===== src/rtl/fbpa_pkg.sv =====
// Shared types and codes for the fixed block pool allocator.
`default_nettype none

package fbpa_pkg;

    typedef enum logic [1:0] {
        OP_ALLOC   = 2'd0,
        OP_FREE    = 2'd1,
        OP_CHECK   = 2'd2,
        OP_RELEASE = 2'd3
    } t_op;

    typedef enum logic [1:0] {
        ST_OK      = 2'd0,
        ST_NO_BLK  = 2'd1,
        ST_REFUSED = 2'd2
    } t_status;

    typedef enum logic [1:0] {
        REG_BLOCK_BYTES    = 2'd0,
        REG_INITIAL_BLOCKS = 2'd1,
        REG_GROW_BLOCKS    = 2'd2
    } t_reg;

    typedef enum logic [2:0] {
        S_IDLE,
        S_DISPATCH,
        S_CARVE,
        S_POP,
        S_POP_WAIT,
        S_MUL,
        S_DONE
    } t_state;

    localparam int unsigned ALIGN_BYTES = 4;
    localparam int unsigned SIZE_W      = 17;   // rounded block size, up to 65536
    localparam int unsigned BYTES_W     = 24;

endpackage

`default_nettype wire


===== src/rtl/fixed_block_pool_allocator_top.sv =====
// Fixed-size block pool allocator: LIFO free list of block indices with link memory.
//
// A command is a transfer at a clock edge where start is high and busy is low.
// Exactly one result follows per command, shown for one cycle with o_done high;
// the receiver cannot stall it. A carve runs before the result when one happens
// (initial carve on the first command after reset, growth when alloc finds the
// list empty). The next command can be transferred in the cycle after o_done.
// The carve sequencer pushes one block per cycle through the single write port
// of the link memory. Alloc adds a state that tests the head and launches the
// registered link read, and one that takes the new head from that read. The
// outstanding byte count goes through one registered multiplier in its own
// state. busy is high from the transfer until the cycle after o_done's cycle
// begins. Configuration writes are always accepted (o_cfg_ready is high) and
// must only happen while the block is idle.
`default_nettype none

module fixed_block_pool_allocator_top
    import fbpa_pkg::*;
#(
    parameter int unsigned POOL_BLOCKS = 256
) (
    input  wire logic        i_clk,
    input  wire logic        i_rst_n,
    // command channel
    input  wire logic        start,
    output logic             busy,
    input  wire logic [1:0]  i_op,
    input  wire logic [7:0]  i_block_index,
    // result channel
    output logic             o_done,
    output logic [1:0]       o_status,
    output logic [7:0]       o_granted_index,
    output logic [23:0]      o_outstanding_bytes,
    // configuration write channel
    input  wire logic        i_cfg_valid,
    output logic             o_cfg_ready,
    input  wire logic [1:0]  i_cfg_index,
    input  wire logic [15:0] i_cfg_data
);

    localparam int unsigned IW   = (POOL_BLOCKS > 1) ? $clog2(POOL_BLOCKS) : 1;
    localparam int unsigned HW   = IW + 1;                      // head, POOL_BLOCKS = empty
    localparam int unsigned CW   = $clog2(POOL_BLOCKS + 1);     // carved count
    localparam int unsigned FW   = $clog2(2 * POOL_BLOCKS);     // free count
    localparam int unsigned XW   = (IW > 8) ? IW : 8;
    localparam int unsigned SW   = ((CW > 9) ? CW : 9) + 1;     // capacity compare
    localparam int unsigned PW   = FW + SIZE_W;                 // product
    localparam logic [HW-1:0] HEAD_EMPTY = HW'(POOL_BLOCKS);
    localparam logic [FW-1:0] FREE_MAX   = FW'(2 * POOL_BLOCKS - 1);

    // configuration
    logic [15:0] r_block_bytes;
    logic [8:0]  r_initial_blocks;
    logic [8:0]  r_grow_blocks;

    // pool state
    logic [HW-1:0] r_head,    n_head;
    logic [CW-1:0] r_carved,  n_carved;
    logic [FW-1:0] r_free,    n_free;
    logic          r_started, n_started;

    // sequencer
    t_state        r_state,   n_state;
    t_state        r_ret,     n_ret;
    logic [8:0]    r_cnt,     n_cnt;
    t_op           r_op,      n_op;
    logic [7:0]    r_idx,     n_idx;
    t_status       r_status,  n_status;
    logic [7:0]    r_granted, n_granted;
    logic [PW-1:0] r_prod,    n_prod;

    // link memory
    logic [HW-1:0] r_link [POOL_BLOCKS];
    logic [HW-1:0] r_rd;
    logic          n_we;
    logic [IW-1:0] n_waddr;
    logic [HW-1:0] n_wdata;

    logic [XW-1:0]     idx_x;
    logic [XW-1:0]     head_x;
    logic              idx_ok;
    logic              head_empty;
    logic              init_fits;
    logic              grow_fits;
    logic [SIZE_W-1:0] size_rnd;
    logic [FW-1:0]     carved_x;
    logic [FW-1:0]     diff;

    assign o_cfg_ready = 1'b1;

    always_ff @(posedge i_clk) begin
        if (!i_rst_n) begin
            r_block_bytes    <= 16'd4;
            r_initial_blocks <= '0;
            r_grow_blocks    <= '0;
        end else if (i_cfg_valid && o_cfg_ready) begin
            unique case (i_cfg_index)
                REG_BLOCK_BYTES:    r_block_bytes    <= i_cfg_data;
                REG_INITIAL_BLOCKS: r_initial_blocks <= i_cfg_data[8:0];
                REG_GROW_BLOCKS:    r_grow_blocks    <= i_cfg_data[8:0];
                default: ;
            endcase
        end
    end

    // derived values
    assign idx_x      = XW'(r_idx);
    assign head_x     = XW'(r_head);
    assign idx_ok     = ({24'd0, r_idx} < 32'(POOL_BLOCKS));
    assign head_empty = (r_head == HEAD_EMPTY);
    assign init_fits  = (SW'(r_carved) + SW'(r_initial_blocks)) <= SW'(POOL_BLOCKS);
    assign grow_fits  = (SW'(r_carved) + SW'(r_grow_blocks)) <= SW'(POOL_BLOCKS);
    assign carved_x   = FW'(r_carved);
    assign diff       = (carved_x > r_free) ? (carved_x - r_free) : '0;

    // zero size is taken as one, then rounded up to a multiple of four
    always_comb begin
        if (r_block_bytes == 16'd0) begin
            size_rnd = SIZE_W'(ALIGN_BYTES);
        end else begin
            size_rnd = (SIZE_W'(r_block_bytes) + SIZE_W'(ALIGN_BYTES - 1))
                       & ~SIZE_W'(ALIGN_BYTES - 1);
        end
    end

    always_comb begin
        n_state   = r_state;
        n_ret     = r_ret;
        n_cnt     = r_cnt;
        n_op      = r_op;
        n_idx     = r_idx;
        n_status  = r_status;
        n_granted = r_granted;
        n_prod    = r_prod;
        n_head    = r_head;
        n_carved  = r_carved;
        n_free    = r_free;
        n_started = r_started;
        n_we      = 1'b0;
        n_waddr   = r_carved[IW-1:0];
        n_wdata   = r_head;
        busy      = (r_state != S_IDLE);
        o_done    = 1'b0;

        unique case (r_state)
            S_IDLE: begin
                if (start) begin
                    n_op      = t_op'(i_op);
                    n_idx     = i_block_index;
                    n_status  = ST_OK;
                    n_granted = '0;
                    n_state   = S_DISPATCH;
                    if (!r_started) begin
                        n_started = 1'b1;
                        if (r_initial_blocks != 9'd0 && init_fits) begin
                            n_cnt   = r_initial_blocks;
                            n_ret   = S_DISPATCH;
                            n_state = S_CARVE;
                        end
                    end
                end
            end
            S_DISPATCH: begin
                n_state = S_MUL;
                unique case (r_op)
                    OP_ALLOC: begin
                        n_state = S_POP;
                        if (head_empty && r_grow_blocks != 9'd0 && grow_fits) begin
                            n_cnt   = r_grow_blocks;
                            n_ret   = S_POP;
                            n_state = S_CARVE;
                        end
                    end
                    OP_FREE: begin
                        if (idx_ok) begin
                            n_we    = 1'b1;
                            n_waddr = idx_x[IW-1:0];
                            n_wdata = r_head;
                            n_head  = HW'(idx_x[IW-1:0]);
                            if (r_free != FREE_MAX) n_free = r_free + 1'b1;
                        end
                    end
                    OP_CHECK: ;
                    OP_RELEASE: begin
                        if (r_free != carved_x) begin
                            n_status = ST_REFUSED;
                        end else begin
                            n_head   = HEAD_EMPTY;
                            n_carved = '0;
                            n_free   = '0;
                        end
                    end
                    default: ;
                endcase
            end
            S_CARVE: begin
                // one block per cycle, ascending index
                n_we     = 1'b1;
                n_waddr  = r_carved[IW-1:0];
                n_wdata  = r_head;
                n_head   = HW'(r_carved[IW-1:0]);
                n_carved = r_carved + 1'b1;
                if (r_free != FREE_MAX) n_free = r_free + 1'b1;
                n_cnt    = r_cnt - 9'd1;
                if (r_cnt == 9'd1) n_state = r_ret;
            end
            S_POP: begin
                if (head_empty) begin
                    n_status = ST_NO_BLK;
                    n_state  = S_MUL;
                end else begin
                    n_granted = head_x[7:0];
                    n_state   = S_POP_WAIT;
                end
            end
            S_POP_WAIT: begin
                n_head = r_rd;
                if (r_free != '0) n_free = r_free - 1'b1;
                n_state = S_MUL;
            end
            S_MUL: begin
                n_prod  = PW'(diff) * PW'(size_rnd);
                n_state = S_DONE;
            end
            S_DONE: begin
                o_done  = 1'b1;
                n_state = S_IDLE;
            end
            default: n_state = S_IDLE;
        endcase
    end

    always_ff @(posedge i_clk) begin
        if (!i_rst_n) begin
            r_state   <= S_IDLE;
            r_ret     <= S_DISPATCH;
            r_cnt     <= '0;
            r_head    <= HEAD_EMPTY;
            r_carved  <= '0;
            r_free    <= '0;
            r_started <= 1'b0;
        end else begin
            r_state   <= n_state;
            r_ret     <= n_ret;
            r_cnt     <= n_cnt;
            r_head    <= n_head;
            r_carved  <= n_carved;
            r_free    <= n_free;
            r_started <= n_started;
        end
    end

    always_ff @(posedge i_clk) begin
        r_op      <= n_op;
        r_idx     <= n_idx;
        r_status  <= n_status;
        r_granted <= n_granted;
        r_prod    <= n_prod;
    end

    // link memory: one write port, one registered read port
    always_ff @(posedge i_clk) begin
        if (n_we) r_link[n_waddr] <= n_wdata;
    end

    always_ff @(posedge i_clk) begin
        if (r_state == S_POP) r_rd <= r_link[r_head[IW-1:0]];
    end

    assign o_status            = r_status;
    assign o_granted_index     = r_granted;
    assign o_outstanding_bytes = (r_prod > PW'(24'hFFFFFF)) ? 24'hFFFFFF
                                                            : r_prod[BYTES_W-1:0];

endmodule

`default_nettype wire


===== config.mk =====
export PLATFORM = sky130hd
export DESIGN_NAME = fixed_block_pool_allocator_top
export DESIGN_NICKNAME = d
export VERILOG_FILES = /design/src/rtl/fbpa_pkg.sv /design/src/rtl/fixed_block_pool_allocator_top.sv
export SDC_FILE = /design/constraint.sdc
export NUM_CORES = 2
export LEC_CHECK = 0
export BUFFER_PORTS_ARGS = -buffer_cell sky130_fd_sc_hd__clkbuf_2
export CORE_ASPECT_RATIO = 1.2
export CORE_MARGIN = 5
export CORE_UTILIZATION = 48
export DETAILED_ROUTE_END_ITERATION = 6
export PLACE_DENSITY = 0.77
export SYNTH_ARGS = -nofsm -noshare
export SYNTH_HDL_FRONTEND = slang
export SYNTH_SLANG_ARGS = --single-unit
export TNS_END_PERCENT = 10

===== constraint.sdc =====
create_clock -name i_clk -period 6.5 [get_ports i_clk]
set_input_delay 1.3 -clock i_clk [delete_from_list [all_inputs] [get_ports i_clk]]
set_output_delay 1.3 -clock i_clk [all_outputs]
set_load 0.03 [all_outputs]

==> reports/metrics.yaml <==
cts.path.max_buffers: 3
io_buffers: 67
hold_depth: 2
syn_area_mm2: 0.101
routed_wirelength_um: 246000
path_delay_family: "adder cells"
pre_cts_ws_ps: -585
setup_violations: 0
numCtsBuffers: 215
hp-start: "r_ret[1]"
layout.nets: 5900
post_drt_wl_per_cell_um: 28.3
synthArstFlopShare: 0
io_pins: 69
ys_seq_area_frac: 0.717
hold_end: "r_ret[1]"
fp-row-count: 184
timing.hold.ws_ps: 490
grt_max_degree: 183
via_per_inst: 6.26
gp_congestion: 0.900
dieWidth_um: 428
multi_input_area_mm2: 0.0266
final.setup.tns_ps: 0
die_h_um: 512
r2r_start: "r_free[1]"
powerDensity_mw_per_mm2: 363
outcome: "complete, but fails checks"
coreArea_mm2: 0.209
finalWorstSetupSlack_ps: 54.4
grt_usage: 0.220
finClkSkew_ps: 53.0
synth_nets: 5707
drt_iter0_markers: 7247
synth_ff_type: "edfxtp_1"
synth_area_leader_cell: "edfxtp_1"
crit_buf_inv: 6
path_class: "reg -> reg"
reg2reg_slack_ps: 50
hold_violations: 0
post-route-period-util: 0.992
area_growth_pct: 11.2
dieArea_mm2: 0.219
cap_violations: 0
vias: 54333
timing.critical_path.from_type: "flip-flop"
seqCellArea_mm2: 0.0723
path_clk_slew_ps: 60
synth_cell_type_count: 79
yosys_register_bits: 2432
drt-pass1-iter-count: 7
max_freq_mhz: 155
drive_gt1_frac: 0.202
cp.arrival_ps: 7020
cp.required_ps: 7070
worst_pin_slew_ps: 1400
r2r_end: "r_prod[25]"
clock_latency_ps: 870
cpPeakStageDelay_ps: 500
syn_inst: 5503
leakage_nw: 35.8
grt_pass1_wl_um: 362000
drv_slew: 0
cts_sinks: 2432
clockRootBuffer: "clkbuf_16"
drt.antenna.violating_nets: 0
p_total_w: 0.0407
rsz0062_at_grt: "true"
h-tree-depth: 4
path_max_fanout: 8
synth_area_leaders: "edfxtp_1 (70%), mux4_2 (11%), mux2i_1 (3.1%)"
violations: "DRC"
yosys_warnings: 0
ir_drop_mv: 0.287
synth-edff-count: 2357
antenna_found_initial: 7
rr_worst_depth: 30
fin_crit_ps: 6450
cts_tree: "done"
synth_top_area_share: 0.702
slowest_stage: "fa_1"
start_util: 0.482
syn_area_per_cell_um2: 18.3
post-route-drc-count: 3
grt_pass1_vias: 54034
dp_hpwl_um: 149000
hold_class: "reg -> reg"
cp-end-kind: "flip-flop"
max-slew-margin-rel: 0.0519
grt-ovfl-total: 0
fill_cells: 15423
-- area by class of cell --
class / count / share of cell area
Multi-Input combinational cell: 2592 / 0.237
Clock inverter: 129 / 0.0101
Inverter: 162 / 0.00550
Tap cell: 2790 / 0.0311
Sequential cell: 2432 / 0.645
Clock buffer: 270 / 0.0501
Antenna cell: 6 / 0.000134
Timing Repair Buffer: 293 / 0.0215
-- cells in the mapped netlist, types with 40 or more instances --
cell type     n
nor3_1       53
mux4_2      512
edfxtp_1   2357
ha_1         77
o21ai_0      87
a21oi_1     133
nand2_1     221
fa_1         95
buf_6        47
mux2i_1     311
clkbuf_1    162
nand3_1      40
o221ai_1    119
nor2_1      454
dfxtp_1      75
o22ai_1      78
inv_1       160
-- cells by family (layout without fill, tap and decap cells) --
family,Yosys count,count (layout),synth area share
buffers and inverters,479,854,0.0231
multiplexers,823,823,0.145
AND/OR/NAND/NOR,936,936,0.0406
adder cells (fa/ha/maj),172,172,0.0284
XOR/XNOR,62,62,0.00538
AO/OA/AOI/OAI,598,598,0.0408
other,1,7,0.0000372
flip-flops,2432,2432,0.717
-- how the worst max path moves through the flow --
stage                     slack [ps]      start         end  depth (start not counted)
after detailed placement        -580  r_free[1]  r_prod[25]                         30
after global placement          -280  r_free[1]  r_prod[25]                         30
after global routing            -210  r_free[1]  r_prod[25]                         30
after CTS                          7  r_free[1]  r_prod[25]                         29
after floorplan                   10  r_free[1]  r_prod[25]                         28
final                             50  r_free[1]  r_prod[25]                         30
-- registers in the layout, indices dropped and copies added, names as in the netlist, 9 cells and up --
signal,flops
carved_x,9
r_block_bytes,16
r_cnt,9
r_free,9
r_grow_blocks,9
r_head,9
r_initial_blocks,9
r_link,2304
r_prod,24
r_rd,9
-- layer usage --
metal | GRT usage | share of wire
met4 | 0.0977 | 0.051
met5 | 0 | 0.00013
met1 | 0.290 | 0.37
met2 | 0.358 | 0.49
met3 | 0.0448 | 0.096
-- cells in the final DEF, fill, tap and decap left out, types with 22 or more instances in the layout --
| cell | synthesis | routed |
|---|---|---|
| clkbuf_1 | 162 | 53 |
| mux2i_1 | 311 | 311 |
| or3_1 | 39 | 39 |
| clkinv_1 | 1 | 52 |
| nor3_1 | 53 | 53 |
| ha_1 | 77 | 69 |
| o22ai_1 | 78 | 78 |
| fa_1 | 95 | 93 |
| mux4_2 | 512 | 512 |
| buf_12 | 1 | 28 |
| buf_4 | 31 | 190 |
| a211oi_1 | 28 | 26 |
| nand3_1 | 40 | 40 |
| nand2b_1 | 22 | 22 |
| clkbuf_16 | 0 | 216 |
| a21oi_1 | 133 | 131 |
| o21ai_0 | 87 | 77 |
| nor2_1 | 454 | 446 |
| inv_1 | 160 | 153 |
| xnor2_1 | 39 | 37 |
| nand2_1 | 221 | 211 |
| clkbuf_2 | 0 | 67 |
| clkinv_2 | 0 | 40 |
| edfxtp_1 | 2357 | 2357 |
| dfxtp_1 | 75 | 63 |
| o221ai_1 | 119 | 119 |
-- timing repair --
item	in CTS	in global routing
gates resized for setup	16	66
endpoints found under the setup margin	10	8
setup buffers	0	21
pin swaps	3	31
hold buffers	0	0
-- report_power, final --
group	switching (W)	internal [W]	total, W	leakage [nW]
Clock	0.00564	0.00661	0.0123	3.28
Sequential	0.000424	0.0185	0.0189	22.2
Combinational	0.00603	0.00346	0.00949	10.3
-- tightest hold or removal path, cell delays in order (launching register included) --
cell and delay [ps]:
dfxtp_1 310, o31ai_1 60, a21oi_1 70
-- through the flow --
| stage | util | instance area [um2] | cells |
|---|---|---|---|
| final | 0.536 | 112000 | 8674 |
| after global routing | 0.536 | 112000 | 8669 |
| after CTS | 0.534 | 112000 | 8647 |
| after detailed placement | 0.501 | 105000 | 8248 |
| after global placement | 0.501 | 105000 | 8248 |
| after floorplan | - | 101000 | 5503 |
(Power assumes the default switching activity.)
